## config.mk

```make
export PLATFORM = sky130hd
export DESIGN_NAME = prefix_list_rule_matcher
export DESIGN_NICKNAME = d
export VERILOG_FILES = /design/src/rtl/plrm_pkg.sv /design/src/rtl/plrm_dpath.sv /design/src/rtl/plrm_ctrl.sv /design/src/rtl/prefix_list_rule_matcher.sv
export SDC_FILE = /design/constraint.sdc
export NUM_CORES = 2
export LEC_CHECK = 0
export BUFFER_PORTS_ARGS = -buffer_cell sky130_fd_sc_hd__buf_2
export CORE_MARGIN = 2
export CORE_UTILIZATION = 35
export CTS_CLUSTER_SIZE = 10
export DETAILED_ROUTE_END_ITERATION = 8
export REMOVE_ABC_BUFFERS = 1
export SYNTH_ARGS = -nofsm -noshare
export SYNTH_HDL_FRONTEND = slang
export SYNTH_SLANG_ARGS = --single-unit
```

## constraint.sdc

```tcl
create_clock -name clock -period 22.1 [get_ports clock]
set_clock_uncertainty 0.05 [all_clocks]
set_input_delay 3.315 -clock clock [delete_from_list [all_inputs] [get_ports clock]]
set_output_delay 3.315 -clock clock [all_outputs]
set_load 0.02 [all_outputs]
```

## src/rtl/plrm_pkg.sv

```systemverilog
package plrm_pkg;

   // request codes
   localparam logic [1:0] REQ_ADD  = 2'd0;
   localparam logic [1:0] REQ_DEL  = 2'd1;
   localparam logic [1:0] REQ_EVAL = 2'd2;

   // result status codes
   localparam logic [1:0] STS_OK        = 2'd0;
   localparam logic [1:0] STS_DUP       = 2'd1;
   localparam logic [1:0] STS_FULL      = 2'd2;
   localparam logic [1:0] STS_NOT_FOUND = 2'd3;

   // evaluate verdicts
   localparam logic [1:0] VERD_NONE   = 2'd0;
   localparam logic [1:0] VERD_PERMIT = 2'd1;
   localparam logic [1:0] VERD_DENY   = 2'd2;

   typedef enum logic [2:0] {
      OP_NONE,
      OP_LOAD,
      OP_SCAN,
      OP_DECIDE,
      OP_SHIFT,
      OP_WRITE
   } dp_op_type;

   typedef struct packed {
      dp_op_type op;
      logic      rsp_load;
   } plrm_cmd_type;

   typedef struct packed {
      logic scan_done;
      logic move_done;
      logic do_move;
      logic do_write;
      logic is_add;
   } plrm_sts_type;

endpackage

```

## src/rtl/plrm_dpath.sv

```systemverilog
module plrm_dpath import plrm_pkg::*; #(
   parameter int MAX_RULES = 16
) (
   input  logic               clock,
   input  logic               reset,
   input  plrm_cmd_type       cmd,
   output plrm_sts_type       sts,
   input  logic               csr_we,
   input  logic [15:0]        csr_data,
   input  logic [1:0]         req_type,
   input  logic [31:0]        req_seq_no,
   input  logic               req_action,
   input  logic [31:0]        req_prefix,
   input  logic [5:0]         req_prefix_len,
   input  logic signed [6:0]  req_min_len,
   input  logic signed [6:0]  req_max_len,
   output logic [1:0]         rsp_status,
   output logic [1:0]         rsp_verdict,
   output logic [31:0]        rsp_rule_seq,
   output logic [31:0]        rsp_rule_hit_count
);

   localparam int CNT_W = $clog2(MAX_RULES + 1);
   localparam int IDX_W = (MAX_RULES > 1) ? $clog2(MAX_RULES) : 1;

   typedef struct packed {
      logic [31:0] seq;
      logic [31:0] prefix;
      logic [5:0]  plen;
      logic [6:0]  ge;
      logic [6:0]  le;
      logic        deny;
      logic [31:0] hits;
   } entry_type;

   entry_type rules_ff [MAX_RULES];
   entry_type rd_data_ff;

   // control
   logic [CNT_W-1:0] count_ff, count_in;
   logic [31:0]      auto_seq_ff, auto_seq_in;
   logic [15:0]      seq_step_ff, seq_step_in;
   logic [CNT_W-1:0] rd_idx_ff, rd_idx_in;
   logic             rd_vld_ff, rd_vld_in;
   logic [CNT_W-1:0] mv_left_ff, mv_left_in;
   logic             found_ff, found_in;
   logic             pos_set_ff, pos_set_in;

   // request and result payload
   logic [1:0]       type_ff, type_in;
   logic [31:0]      seq_ff, seq_in;
   logic             auto_ff, auto_in;
   logic             deny_ff, deny_in;
   logic [31:0]      prefix_ff, prefix_in;
   logic [5:0]       plen_ff, plen_in;
   logic [6:0]       ge_ff, ge_in;
   logic [6:0]       le_ff, le_in;
   logic [CNT_W-1:0] data_idx_ff, data_idx_in;
   logic [CNT_W-1:0] pos_ff, pos_in;
   entry_type        hold_ff, hold_in;
   logic [1:0]       res_status_ff, res_status_in;
   logic [1:0]       res_verdict_ff, res_verdict_in;
   logic [31:0]      res_seq_ff, res_seq_in;
   logic [31:0]      res_hits_ff, res_hits_in;
   logic [1:0]       rsp_status_ff;
   logic [1:0]       rsp_verdict_ff;
   logic [31:0]      rsp_seq_ff;
   logic [31:0]      rsp_hits_ff;

   // memory port
   logic             rd_en;
   logic [IDX_W-1:0] rd_addr;
   logic             wr_en;
   logic [IDX_W-1:0] wr_addr;
   entry_type        wr_data;
   logic [CNT_W-1:0] wr_idx;

   // compare of the entry read last cycle
   entry_type        e;
   logic signed [7:0] plen_s;
   logic signed [7:0] ge_s;
   logic signed [7:0] le_s;
   logic [31:0]      mask;
   logic             rule_hit;
   logic             dup_hit;
   logic             hit;
   logic             proc;
   logic             match_now;
   logic             full;
   logic             issue;

   assign e      = rd_data_ff;
   assign plen_s = signed'({2'b00, plen_ff});
   assign ge_s   = signed'({e.ge[6], e.ge});
   assign le_s   = signed'({e.le[6], e.le});
   assign mask   = (e.plen >= 6'd32) ? 32'hFFFF_FFFF : ~(32'hFFFF_FFFF >> e.plen[4:0]);

   // negative le means no upper bound
   assign rule_hit = (plen_s >= ge_s) && (e.le[6] || (plen_s <= le_s))
                     && (((prefix_ff ^ e.prefix) & mask) == 32'd0);
   assign dup_hit  = (e.prefix == prefix_ff) && (e.plen == plen_ff)
                     && (e.ge == ge_ff) && (e.le == le_ff);

   always_comb begin
      case (type_ff)
         REQ_ADD:  hit = dup_hit;
         REQ_DEL:  hit = (e.seq == seq_ff);
         REQ_EVAL: hit = rule_hit;
         default:  hit = 1'b0;
      endcase
   end

   assign proc      = (cmd.op == OP_SCAN) && rd_vld_ff && !found_ff;
   assign match_now = proc && hit;
   assign full      = (count_ff == CNT_W'(MAX_RULES));

   assign sts.scan_done = found_ff || (!rd_vld_ff && (rd_idx_ff == count_ff));
   assign sts.move_done = (mv_left_ff == '0) && !rd_vld_ff;
   assign sts.do_move   = ((type_ff == REQ_ADD) && !found_ff && !full)
                          || ((type_ff == REQ_DEL) && found_ff);
   assign sts.do_write  = (type_ff == REQ_EVAL) && found_ff;
   assign sts.is_add    = (type_ff == REQ_ADD);

   always_comb begin
      count_in       = count_ff;
      auto_seq_in    = auto_seq_ff;
      seq_step_in    = csr_we ? csr_data : seq_step_ff;
      rd_idx_in      = rd_idx_ff;
      rd_vld_in      = 1'b0;
      mv_left_in     = mv_left_ff;
      found_in       = found_ff;
      pos_set_in     = pos_set_ff;
      type_in        = type_ff;
      seq_in         = seq_ff;
      auto_in        = auto_ff;
      deny_in        = deny_ff;
      prefix_in      = prefix_ff;
      plen_in        = plen_ff;
      ge_in          = ge_ff;
      le_in          = le_ff;
      data_idx_in    = data_idx_ff;
      pos_in         = pos_ff;
      hold_in        = hold_ff;
      res_status_in  = res_status_ff;
      res_verdict_in = res_verdict_ff;
      res_seq_in     = res_seq_ff;
      res_hits_in    = res_hits_ff;
      rd_en          = 1'b0;
      rd_addr        = rd_idx_ff[IDX_W-1:0];
      wr_en          = 1'b0;
      wr_idx         = pos_ff;
      wr_data        = hold_ff;
      issue          = 1'b0;

      case (cmd.op)
         OP_LOAD: begin
            type_in   = req_type;
            auto_in   = (req_type == REQ_ADD) && (req_seq_no == 32'd0);
            seq_in    = auto_in ? (auto_seq_ff + {16'd0, seq_step_ff}) : req_seq_no;
            deny_in   = req_action;
            prefix_in = req_prefix;
            plen_in   = req_prefix_len;
            ge_in     = (req_min_len == -7'sd1) ? {1'b0, req_prefix_len} : req_min_len;
            le_in     = (req_max_len == -7'sd1) ? {1'b0, req_prefix_len} : req_max_len;
            rd_idx_in      = '0;
            found_in       = 1'b0;
            pos_set_in     = 1'b0;
            pos_in         = count_ff;
            res_status_in  = STS_OK;
            res_verdict_in = VERD_NONE;
            res_seq_in     = 32'd0;
            res_hits_in    = 32'd0;
         end
         OP_SCAN: begin
            if (proc) begin
               if (hit) begin
                  found_in     = 1'b1;
                  pos_in       = data_idx_ff;
                  hold_in      = e;
                  hold_in.hits = e.hits + 32'd1;
               end else if ((type_ff == REQ_ADD) && !pos_set_ff && (e.seq > seq_ff)) begin
                  // first rule with a larger sequence is the insert point
                  pos_in     = data_idx_ff;
                  pos_set_in = 1'b1;
               end
            end
            issue       = (rd_idx_ff < count_ff) && !found_ff && !match_now;
            rd_en       = issue;
            rd_vld_in   = issue;
            data_idx_in = rd_idx_ff;
            if (issue) begin
               rd_idx_in = rd_idx_ff + CNT_W'(1);
            end
         end
         OP_DECIDE: begin
            case (type_ff)
               REQ_ADD: begin
                  if (found_ff) begin
                     res_status_in = STS_DUP;
                  end else if (full) begin
                     res_status_in = STS_FULL;
                  end else begin
                     res_seq_in = seq_ff;
                     if (auto_ff) begin
                        auto_seq_in = seq_ff;
                     end
                     rd_idx_in  = count_ff - CNT_W'(1);
                     mv_left_in = count_ff - pos_ff;
                  end
               end
               REQ_DEL: begin
                  if (found_ff) begin
                     res_seq_in = seq_ff;
                     rd_idx_in  = pos_ff + CNT_W'(1);
                     mv_left_in = count_ff - pos_ff - CNT_W'(1);
                     count_in   = count_ff - CNT_W'(1);
                  end else begin
                     res_status_in = STS_NOT_FOUND;
                  end
               end
               REQ_EVAL: begin
                  if (found_ff) begin
                     res_verdict_in = hold_ff.deny ? VERD_DENY : VERD_PERMIT;
                     res_seq_in     = hold_ff.seq;
                     res_hits_in    = hold_ff.hits;
                  end
               end
               default: begin
               end
            endcase
         end
         OP_SHIFT: begin
            // insert moves entries up from the top, delete moves them down
            issue       = (mv_left_ff != '0);
            rd_en       = issue;
            rd_vld_in   = issue;
            data_idx_in = rd_idx_ff;
            if (issue) begin
               mv_left_in = mv_left_ff - CNT_W'(1);
               rd_idx_in  = (type_ff == REQ_ADD) ? (rd_idx_ff - CNT_W'(1))
                                                 : (rd_idx_ff + CNT_W'(1));
            end
            wr_en   = rd_vld_ff;
            wr_idx  = (type_ff == REQ_ADD) ? (data_idx_ff + CNT_W'(1))
                                           : (data_idx_ff - CNT_W'(1));
            wr_data = rd_data_ff;
         end
         OP_WRITE: begin
            wr_en  = 1'b1;
            wr_idx = pos_ff;
            if (type_ff == REQ_ADD) begin
               wr_data.seq    = seq_ff;
               wr_data.prefix = prefix_ff;
               wr_data.plen   = plen_ff;
               wr_data.ge     = ge_ff;
               wr_data.le     = le_ff;
               wr_data.deny   = deny_ff;
               wr_data.hits   = 32'd0;
               count_in       = count_ff + CNT_W'(1);
            end
         end
         default: begin
         end
      endcase
   end

   assign wr_addr = wr_idx[IDX_W-1:0];

   always_ff @(posedge clock) begin
      if (wr_en) begin
         rules_ff[wr_addr] <= wr_data;
      end
      if (rd_en) begin
         rd_data_ff <= rules_ff[rd_addr];
      end
   end

   always_ff @(posedge clock) begin
      if (reset) begin
         count_ff    <= '0;
         auto_seq_ff <= 32'd0;
         seq_step_ff <= 16'd5;
         rd_idx_ff   <= '0;
         rd_vld_ff   <= 1'b0;
         mv_left_ff  <= '0;
         found_ff    <= 1'b0;
         pos_set_ff  <= 1'b0;
      end else begin
         count_ff    <= count_in;
         auto_seq_ff <= auto_seq_in;
         seq_step_ff <= seq_step_in;
         rd_idx_ff   <= rd_idx_in;
         rd_vld_ff   <= rd_vld_in;
         mv_left_ff  <= mv_left_in;
         found_ff    <= found_in;
         pos_set_ff  <= pos_set_in;
      end
   end

   always_ff @(posedge clock) begin
      type_ff        <= type_in;
      seq_ff         <= seq_in;
      auto_ff        <= auto_in;
      deny_ff        <= deny_in;
      prefix_ff      <= prefix_in;
      plen_ff        <= plen_in;
      ge_ff          <= ge_in;
      le_ff          <= le_in;
      data_idx_ff    <= data_idx_in;
      pos_ff         <= pos_in;
      hold_ff        <= hold_in;
      res_status_ff  <= res_status_in;
      res_verdict_ff <= res_verdict_in;
      res_seq_ff     <= res_seq_in;
      res_hits_ff    <= res_hits_in;
      if (cmd.rsp_load) begin
         rsp_status_ff  <= res_status_ff;
         rsp_verdict_ff <= res_verdict_ff;
         rsp_seq_ff     <= res_seq_ff;
         rsp_hits_ff    <= res_hits_ff;
      end
   end

   assign rsp_status         = rsp_status_ff;
   assign rsp_verdict        = rsp_verdict_ff;
   assign rsp_rule_seq       = rsp_seq_ff;
   assign rsp_rule_hit_count = rsp_hits_ff;

   a_count_bound: assert property (@(posedge clock) disable iff (reset)
      count_ff <= CNT_W'(MAX_RULES))
      else $error("rule count above table depth");

   a_add_grows: assert property (@(posedge clock) disable iff (reset)
      (cmd.op == OP_WRITE) && (type_ff == REQ_ADD)
      |=> count_ff == $past(count_ff) + CNT_W'(1))
      else $error("add did not grow the table");

   a_hit_in_table: assert property (@(posedge clock) disable iff (reset)
      (cmd.op == OP_DECIDE) && found_ff && ((type_ff == REQ_DEL) || (type_ff == REQ_EVAL))
      |-> pos_ff < count_ff)
      else $error("matched slot outside stored rules");

endmodule

```

## src/rtl/plrm_ctrl.sv

```systemverilog
module plrm_ctrl import plrm_pkg::*; (
   input  logic         clock,
   input  logic         reset,
   input  logic         req_valid,
   output logic         req_stall,
   output logic         rsp_valid,
   input  logic         rsp_stall,
   output plrm_cmd_type cmd,
   input  plrm_sts_type sts
);

   typedef enum logic [5:0] {
      ST_IDLE   = 6'b000001,
      ST_SCAN   = 6'b000010,
      ST_DECIDE = 6'b000100,
      ST_SHIFT  = 6'b001000,
      ST_WRITE  = 6'b010000,
      ST_RESP   = 6'b100000
   } state_type;

   state_type state_ff, state_in;
   logic      rsp_valid_ff, rsp_valid_in;

   always_comb begin
      state_in     = state_ff;
      cmd.op       = OP_NONE;
      cmd.rsp_load = 1'b0;
      case (state_ff)
         ST_IDLE: begin
            if (req_valid) begin
               cmd.op   = OP_LOAD;
               state_in = ST_SCAN;
            end
         end
         ST_SCAN: begin
            cmd.op = OP_SCAN;
            if (sts.scan_done) begin
               state_in = ST_DECIDE;
            end
         end
         ST_DECIDE: begin
            cmd.op = OP_DECIDE;
            if (sts.do_move) begin
               state_in = ST_SHIFT;
            end else if (sts.do_write) begin
               state_in = ST_WRITE;
            end else begin
               state_in = ST_RESP;
            end
         end
         ST_SHIFT: begin
            cmd.op = OP_SHIFT;
            if (sts.move_done) begin
               state_in = sts.is_add ? ST_WRITE : ST_RESP;
            end
         end
         ST_WRITE: begin
            cmd.op   = OP_WRITE;
            state_in = ST_RESP;
         end
         ST_RESP: begin
            // output slot is free or being emptied this cycle
            if (!rsp_valid_ff || !rsp_stall) begin
               cmd.rsp_load = 1'b1;
               state_in     = ST_IDLE;
            end
         end
         default: begin
            state_in = ST_IDLE;
         end
      endcase
   end

   always_comb begin
      if (cmd.rsp_load) begin
         rsp_valid_in = 1'b1;
      end else if (!rsp_stall) begin
         rsp_valid_in = 1'b0;
      end else begin
         rsp_valid_in = rsp_valid_ff;
      end
   end

   always_ff @(posedge clock) begin
      if (reset) begin
         state_ff     <= ST_IDLE;
         rsp_valid_ff <= 1'b0;
      end else begin
         state_ff     <= state_in;
         rsp_valid_ff <= rsp_valid_in;
      end
   end

   assign req_stall = (state_ff != ST_IDLE);
   assign rsp_valid = rsp_valid_ff;

   a_no_overwrite: assert property (@(posedge clock) disable iff (reset)
      cmd.rsp_load |-> !(rsp_valid_ff && rsp_stall))
      else $error("result overwritten while stalled");

   a_load_to_idle: assert property (@(posedge clock) disable iff (reset)
      cmd.rsp_load |=> (state_ff == ST_IDLE) && rsp_valid_ff)
      else $error("result load did not finish the request");

   a_state_onehot: assert property (@(posedge clock) disable iff (reset)
      $onehot(state_ff))
      else $error("controller state not one-hot");

endmodule

```

## src/rtl/prefix_list_rule_matcher.sv

```systemverilog
// IPv4 prefix-list filter with ge/le bounds, up to MAX_RULES rules kept in
// ascending sequence order in a single-port-read rule memory.
// req channel: req_valid/req_stall, one request per handshake: add rule,
//   delete by sequence, or evaluate a prefix. one request is worked at a time;
//   req_stall is high from acceptance until its result is handed to the
//   output register.
// rsp channel: rsp_valid/rsp_stall, one result per request. the output
//   register holds a finished result while rsp_stall is high, and the next
//   request is already accepted and worked meanwhile; only its hand-off waits.
// csr channel: csr_valid/csr_ready writes seq_step (csr_ready is always high);
//   write it only while no request is in flight.
// request flow: the scan reads one rule per cycle until a match or the last
//   stored rule. add also moves the rules behind its slot one per cycle;
//   delete moves only the rules behind the found slot. the controller is
//   back in idle and accepts the next request the cycle after the result is
//   loaded. the memory read port sets the pace of the scan and the moves.
// reset clears the rule count (table empty), the auto sequence counter and
//   the output valid, and sets seq_step to 5; no clearing pass is needed.
module prefix_list_rule_matcher import plrm_pkg::*; #(
   parameter int MAX_RULES = 16
) (
   input  logic              clock,
   input  logic              reset,
   input  logic              req_valid,
   output logic              req_stall,
   input  logic [1:0]        req_type,
   input  logic [31:0]       req_seq_no,
   input  logic              req_action,
   input  logic [31:0]       req_prefix,
   input  logic [5:0]        req_prefix_len,
   input  logic signed [6:0] req_min_len,
   input  logic signed [6:0] req_max_len,
   output logic              rsp_valid,
   input  logic              rsp_stall,
   output logic [1:0]        rsp_status,
   output logic [1:0]        rsp_verdict,
   output logic [31:0]       rsp_rule_seq,
   output logic [31:0]       rsp_rule_hit_count,
   input  logic              csr_valid,
   output logic              csr_ready,
   input  logic [15:0]       csr_data
);

   plrm_cmd_type cmd;
   plrm_sts_type sts;
   logic         csr_we;

   assign csr_ready = 1'b1;
   assign csr_we    = csr_valid && csr_ready;

   plrm_ctrl u_ctrl (
      .clock     (clock),
      .reset     (reset),
      .req_valid (req_valid),
      .req_stall (req_stall),
      .rsp_valid (rsp_valid),
      .rsp_stall (rsp_stall),
      .cmd       (cmd),
      .sts       (sts)
   );

   plrm_dpath #(
      .MAX_RULES (MAX_RULES)
   ) u_dpath (
      .clock              (clock),
      .reset              (reset),
      .cmd                (cmd),
      .sts                (sts),
      .csr_we             (csr_we),
      .csr_data           (csr_data),
      .req_type           (req_type),
      .req_seq_no         (req_seq_no),
      .req_action         (req_action),
      .req_prefix         (req_prefix),
      .req_prefix_len     (req_prefix_len),
      .req_min_len        (req_min_len),
      .req_max_len        (req_max_len),
      .rsp_status         (rsp_status),
      .rsp_verdict        (rsp_verdict),
      .rsp_rule_seq       (rsp_rule_seq),
      .rsp_rule_hit_count (rsp_rule_hit_count)
   );

endmodule
```

### Yosys cells after proc, flatten, opt, wreduce, memory -nomap -nowiden

Memories as Yosys holds them, arrays and structs flattened. A register that Yosys moved wholly into a read port is not among the register bits.
Cells that the tools add are included.

| cells by class | value |
|---|---|
| $add $sub $neg | 12 |
| $lt $le $gt $ge | 5 |
| eq/ne operators | 47 |
| shift operators | 1 |
| mux-type cells | 74 |
| bitwise logic cells | 5 |
| reductions and logical operators | 54 |

Operator list:

| cell | number |
|---|---|
| 2-to-1 mux 32 bit | 8 |
| case mux 117 bit (2 select lines) | 1 |
| case mux 32 bit (2 select lines) | 2 |
| 2-to-1 mux 117 bit | 1 |
| case mux 32 bit (3 select lines) | 1 |
| 2-to-1 mux 5 bit | 16 |
| equality test 32 bit | 2 |
| logical NOT 32 bit | 2 |
| 2-to-1 mux 6 bit | 9 |
| case mux 5 bit (2 select lines) | 5 |
| case mux 6 bit (6 select lines) | 1 |
| adder 32 x 1 -> 32 bit, second input constant | 1 |
| adder 32 x 16 -> 32 bit | 1 |
| AND 32 bit | 1 |
| > comparator 32 bit | 1 |
| inverter 32 bit | 1 |
| right shift 32 x 5 -> 32 bit, first input constant | 1 |
| bitwise XOR 32 bit | 1 |
| case mux 5 bit (4 select lines) | 1 |
| subtractor 5 x 1 -> 5 bit, second input constant | 4 |
| logical AND 1 bit | 19 |
| inequality test 2 x 1 -> 1 bit, second input constant | 9 |
| AND reduction 4 bit | 4 |
| adder 5 x 1 -> 5 bit, second input constant | 3 |
| other kinds (50) | 103 |

| storage, ports and cells | value |
|---|---|
| bits in registers | 424 |
| RAM bits | 1,872 |
| bits of input ports | 108 |
| output and inout bits | 71 |
| memories | 1 |

Memories:

| memory | words | bits a word | read ports | clocked after Yosys merged registers in | write ports | RTL line | text |
|---|---|---|---|---|---|---|---|
| u_dpath.rules_ff | 16 | 117 | 1 | 1 | 1 | plrm_dpath.sv:36 | `entry_type rules_ff [MAX_RULES];` |

### Logic depth before layout (Yosys ltp)

| logic depth | value |
|---|---|
| depth in word-level cells | 12 |
| mapped depth | 13 |
| mapped depth without buffers | 12 |

### Modules after synthesis

A second synthesis with hierarchy kept.

| unflattened totals | value |
|---|---|
| cell total of the unflattened synthesis | 4,642 |
| area, all modules | 94,779.7 um^2 |

Modules (own cells, without submodules):

| module | instances | cells an instance | area an instance (um^2) | seq. area each (um^2) |
|---|---|---|---|---|
| plrm_dpath | 1 | 4,587 | 94,330.5 | 71,588.7 |
| plrm_ctrl | 1 | 53 | 437.9 | 140.1 |
| prefix_list_rule_matcher | 1 | 2 | 11.3 | 0.0 |

### Worst setup path after synthesis

No wires, ideal clock.

| timing path | value |
|---|---|
| path type | in2reg |
| start | input port req_valid |
| end | memory u_dpath.rules_ff[4][0] (netlist name), enable pin |
| library setup time | 0.594 ns |
| arrival | 10.596 ns |
| required time | 21.456 ns |
| path slack | 10.860 ns |
| cell stages on the path | 6 |
| path buffers | 0 |
| cell sequence | nand2_1 inv_1 o41ai_1 o22ai_1 nand2_1 nor2_1 |

| on the way | value |
|---|---|
| longest elaborated chain between the ends | 6 |
| elaborated cells between the ends (all ways) | 8 |
| those cells by class | eq/ne (2); mux (6) |

RTL lines:

| item | RTL line | text |
|---|---|---|
| from (decl) | prefix_list_rule_matcher.sv:24 | `input logic req_valid,` |
| 2-to-1 mux 1 bit (*) | plrm_ctrl.sv:30 | `if (req_valid) begin` |
| case mux 3 bit (5 select lines) (*) | plrm_ctrl.sv:28 | `case (state_ff)` |
| equality test 3 bit | plrm_dpath.sv:155 | `case (cmd.op)` |
| case mux 1 bit (2 select lines) | plrm_dpath.sv:155 |  |
| 2-to-1 mux 1 bit | plrm_dpath.sv:270 | `if (wr_en) begin` |
| 2-to-1 mux 1 bit (implied by the code) | plrm_dpath.sv:271 | `rules_ff[wr_addr] <= wr_data;` |
| to (decl) | plrm_dpath.sv:36 |  |

Mark *: on every way between the ends. The rest lies on a longest branch, timed or not.

### Final worst setup path

| timing path | value |
|---|---|
| start | input port req_valid |
| end | memory u_dpath.rules_ff[2][43] (netlist name), enable pin |

Same word-level chain as after synthesis.

==> results.yml <==
floorplanning:
  initial_core_util_pct: 35.1
  io_pins: 179
  row_count: 191
  die_height_um: 525
  die_area_mm2: 0.275
  core_mm2: 0.270
  die_w_um: 525
cells_and_area:
  area_growth_pct: 14.0
  nNetsFinal: 5268
  stdcell_area_mm2: 0.108
  fillCellCount: 23800
  drive_above_1_share_pct: 24.5
  finalNonFillerCells: 8713
critical_path:
  end_kind: "flop"
  worstReg2RegEnd: "u_dpath.rules_ff[2][43]"
  reg2reg_depth: 10
  startpoint_type: "input port"
  rr_startpoint: "u_ctrl.state_ff[2]"
  slowest_delay_ns: 0.93
  critical_path_required_ns: 22.50
  crit_type: "input port to flop"
  arrival_ns: 7.74
  rrSetupSlack_ns: 16.29
  slowest_stage: "buf_4"
  cp_max_fo: 51
  crit_path_start: "req_valid"
  cp-endpoint: "u_dpath.rules_ff[2][43]"
  crit_chain: "buf_2 > nand2_1 > inv_4 > o41ai_1 > o22ai_1 > nand2_1 > nor2_4 > buf_4 > buf_4"
pwr:
  powerDensity_mw_per_mm2: 91.2
  p_leak_uw: 0.0341
  report.power.total_uw: 9870
  ir_drop_v: 0.0000571
route:
  topRoutingLayerUsed: "met4"
  wl_met1_um: 105000
  drc: 0
  vias: 47400
  drt-pass1-iter-count: 5
  drtIter0Drc: 5099
  vias_per_cell: 5.44
  wl_met3_um: 16200
  wl_um: 233000
  ant_nets: 0
  wl_met2_um: 107000
  routedWlPerCell_um: 26.7
synthesis:
  synthArstFlopShare_pct: 0
  ys_seq_area_share_pct: 75.6
  yosysWarnings: 0
  syn_avg_cell_area_um2: 20.1
  ys_types: 83
  synth_edf_count: 2340
  synth_area_mm2: 0.0949
  ys.flop_type: "edfxtp_1"
  ys_ff_latch: 2413
  synthCells: 4727
clock_network:
  cts_max_level: 5
  cts_tree: "yes"
  clkSinkCount: 2413
  cts_root_buffer: "clkbuf_16"
  hold_buffers: 0
  clockBufferDepth: 4
  cts_made_buffers: 287
  cts_resized: 0
  clkLatencyLatePin_ns: 0.88
  post_cts_buffers: 0
  clk_pin_slew_worst_paths_ns: 0.05
timing:
  drv_slew: 0
  rsz0062_at_grt: "false"
  fin_crit_ns: 7.34
  period_share_pct: 33.2
  fin_hold_ws_ns: 0.355
  finalSetupViolCount: 0
  slew_headroom_pct: 16.3
  tightest_slew_ns: 1.25
  max_freq_mhz: 136
  hold_viol_final: 0
status:
  status: "finished clean"
grt:
  grt_max_degree: 118
  grt_pass1_vias: 48300
  grt_first_pass_wirelength_um: 341000
  antenna_found_initial: 10
  grt_remaining_overflow: 0
  gr-usage-all-layers_pct: 16.6
place:
  placed_area_mm2: 0.100
  io_buffers: 177
  place.gp.congestion: 0.798
  placed_cells: 8358
  dpl.hpwl_um: 131000
hold_path:
  hold_class: "flop to flop"
run:
  maxCapViolCount: 0
[cell families (layout without fill, tap and decap cells)]
| group | Yosys count | count (layout) | share of synthesized area (%) |
|---|---|---|---|
| AO/OA/AOI/OAI | 427 | 427 | 2.95 |
| buffers and inverters | 311 | 726 | 1.37 |
| XOR/XNOR | 128 | 128 | 1.25 |
| other | 1 | 2 | 0.00395 |
| flip-flops | 2413 | 2413 | 75.6 |
| multiplexers | 607 | 607 | 14.1 |
| adder cells (fa/ha/maj) | 83 | 83 | 1.12 |
| AND/OR/NAND/NOR | 757 | 757 | 3.60 |
[registers in the layout, indices dropped and copies added (netlist names), 5 cells and up]
name and flops:
u_dpath.prefix_ff 32, u_dpath.res_seq_ff 32, u_dpath.data_idx_ff 5, u_dpath.seq_step_ff 16
u_dpath.res_hits_ff 32, u_dpath.plen_ff 6, u_dpath.rsp_rule_seq 32, u_ctrl.state_ff 6
u_dpath.mv_left_ff 5, u_dpath.hold_ff 117, u_dpath.rules_ff 1872, u_dpath.ge_ff 7
u_dpath.pos_ff 5, u_dpath.rsp_rule_hit_count 32, u_dpath.rd_idx_ff 5, u_dpath.seq_ff 32
u_dpath.le_ff 7, u_dpath.auto_seq_ff 32, u_dpath.e 117, u_dpath.count_ff 5
[final cells by class]
type / count / area (um^2) / share of cell area (%)
multi-input combinational: 2003 / 22100 / 20.4
timing repair buffer: 292 / 1810 / 1.68
clock inverter: 24 / 263 / 0.243
antenna: 1 / 2.50 / 0.00231
clock buffer: 330 / 7480 / 6.91
inverter: 80 / 303 / 0.280
tap: 3570 / 4470 / 4.13
sequential: 2413 / 71700 / 66.3
[critical path, delay by kind of cell]
family	cells	cell delay (ns)
AND/OR/NAND/NOR	3	1.25
buffers and inverters	4	2.47
AO/OA/AOI/OAI	2	0.55
[synth_stat cells (all sizes together), types with 38 or more instances]
cell type	number	share of area, %
nand2	439	1.7
nand3	38	0.20
clkbuf	179	0.80
a21o	44	0.35
inv	80	0.32
edfxtp	2340	74
a21oi	124	0.65
a22oi	85	0.67
dfxtp	73	1.5
xnor2	112	1.1
nor2	99	0.42
nand4	38	0.26
o21ai	70	0.38
mux4	585	14
ha	80	1.1
buf	52	0.25
[report_power, final]
part | switching (uW) | internal, uW | total, uW
clock | 1720 | 2370 | 4090
combinational | 339 | 350 | 689
sequential | 64.6 | 5020 | 5080
total | 2130 | 7740 | 9870
[metal layers]
layer  vias up  global-route usage (%)
met3       349                    2.90
met1     25400                    24.8
met5         -                       0
met2      1809                    25.4
met4         0                    3.81
li1      19800                       -
[per-stage QoR]
step / TNS [ns] / setup slack, ns / util, %
6_report: 0 / 14.76 / 40.0
5_1_grt: 0 / 14.58 / 40.0
4_1_cts: 0 / 14.77 / 40.0
3_5_place_dp: 0 / 13.85 / 37.2
3_3_place_gp: 0 / 13.99 / 37.2
2_1_floorplan: -176.97 / -1.51 / -
[cell usage in the layout, fill, tap and decap left out, drive strengths merged, types with 8 or more instances in the layout]
cell type / count
o22ai: 8
a31oi: 12
dfxtp: 73
inv: 91
xnor2: 112
o21ai: 70
mux4: 585
a21oi: 124
and2: 36
edfxtp: 2340
mux2i: 17
nor2b: 9
nor4: 13
nand4: 38
a22oi: 85
ha: 80
o21a: 21
xor2: 16
clkinv: 11
a211oi: 11
nand2b: 9
a21o: 44
nor3: 19
buf: 292
nand3: 38
nand2: 439
and3: 19
clkbuf: 330
nor2: 99
[worst min-delay path by stage]
stage                                  startpoint                             end  slack, ns  cells after the start
after floorplan            u_dpath.res_hits_ff[0]   u_dpath.rsp_rule_hit_count[0]       0.35                      0
after global placement     u_dpath.res_seq_ff[15]        u_dpath.rsp_rule_seq[15]       0.36                      0
after detailed placement   u_dpath.res_seq_ff[15]        u_dpath.rsp_rule_seq[15]       0.36                      0
after CTS                 u_dpath.res_hits_ff[13]  u_dpath.rsp_rule_hit_count[13]       0.35                      0
after global routing      u_dpath.res_hits_ff[13]  u_dpath.rsp_rule_hit_count[13]       0.35                      0
final                     u_dpath.res_hits_ff[10]  u_dpath.rsp_rule_hit_count[10]       0.35                      0
Power figures use the tool's default switching activity.
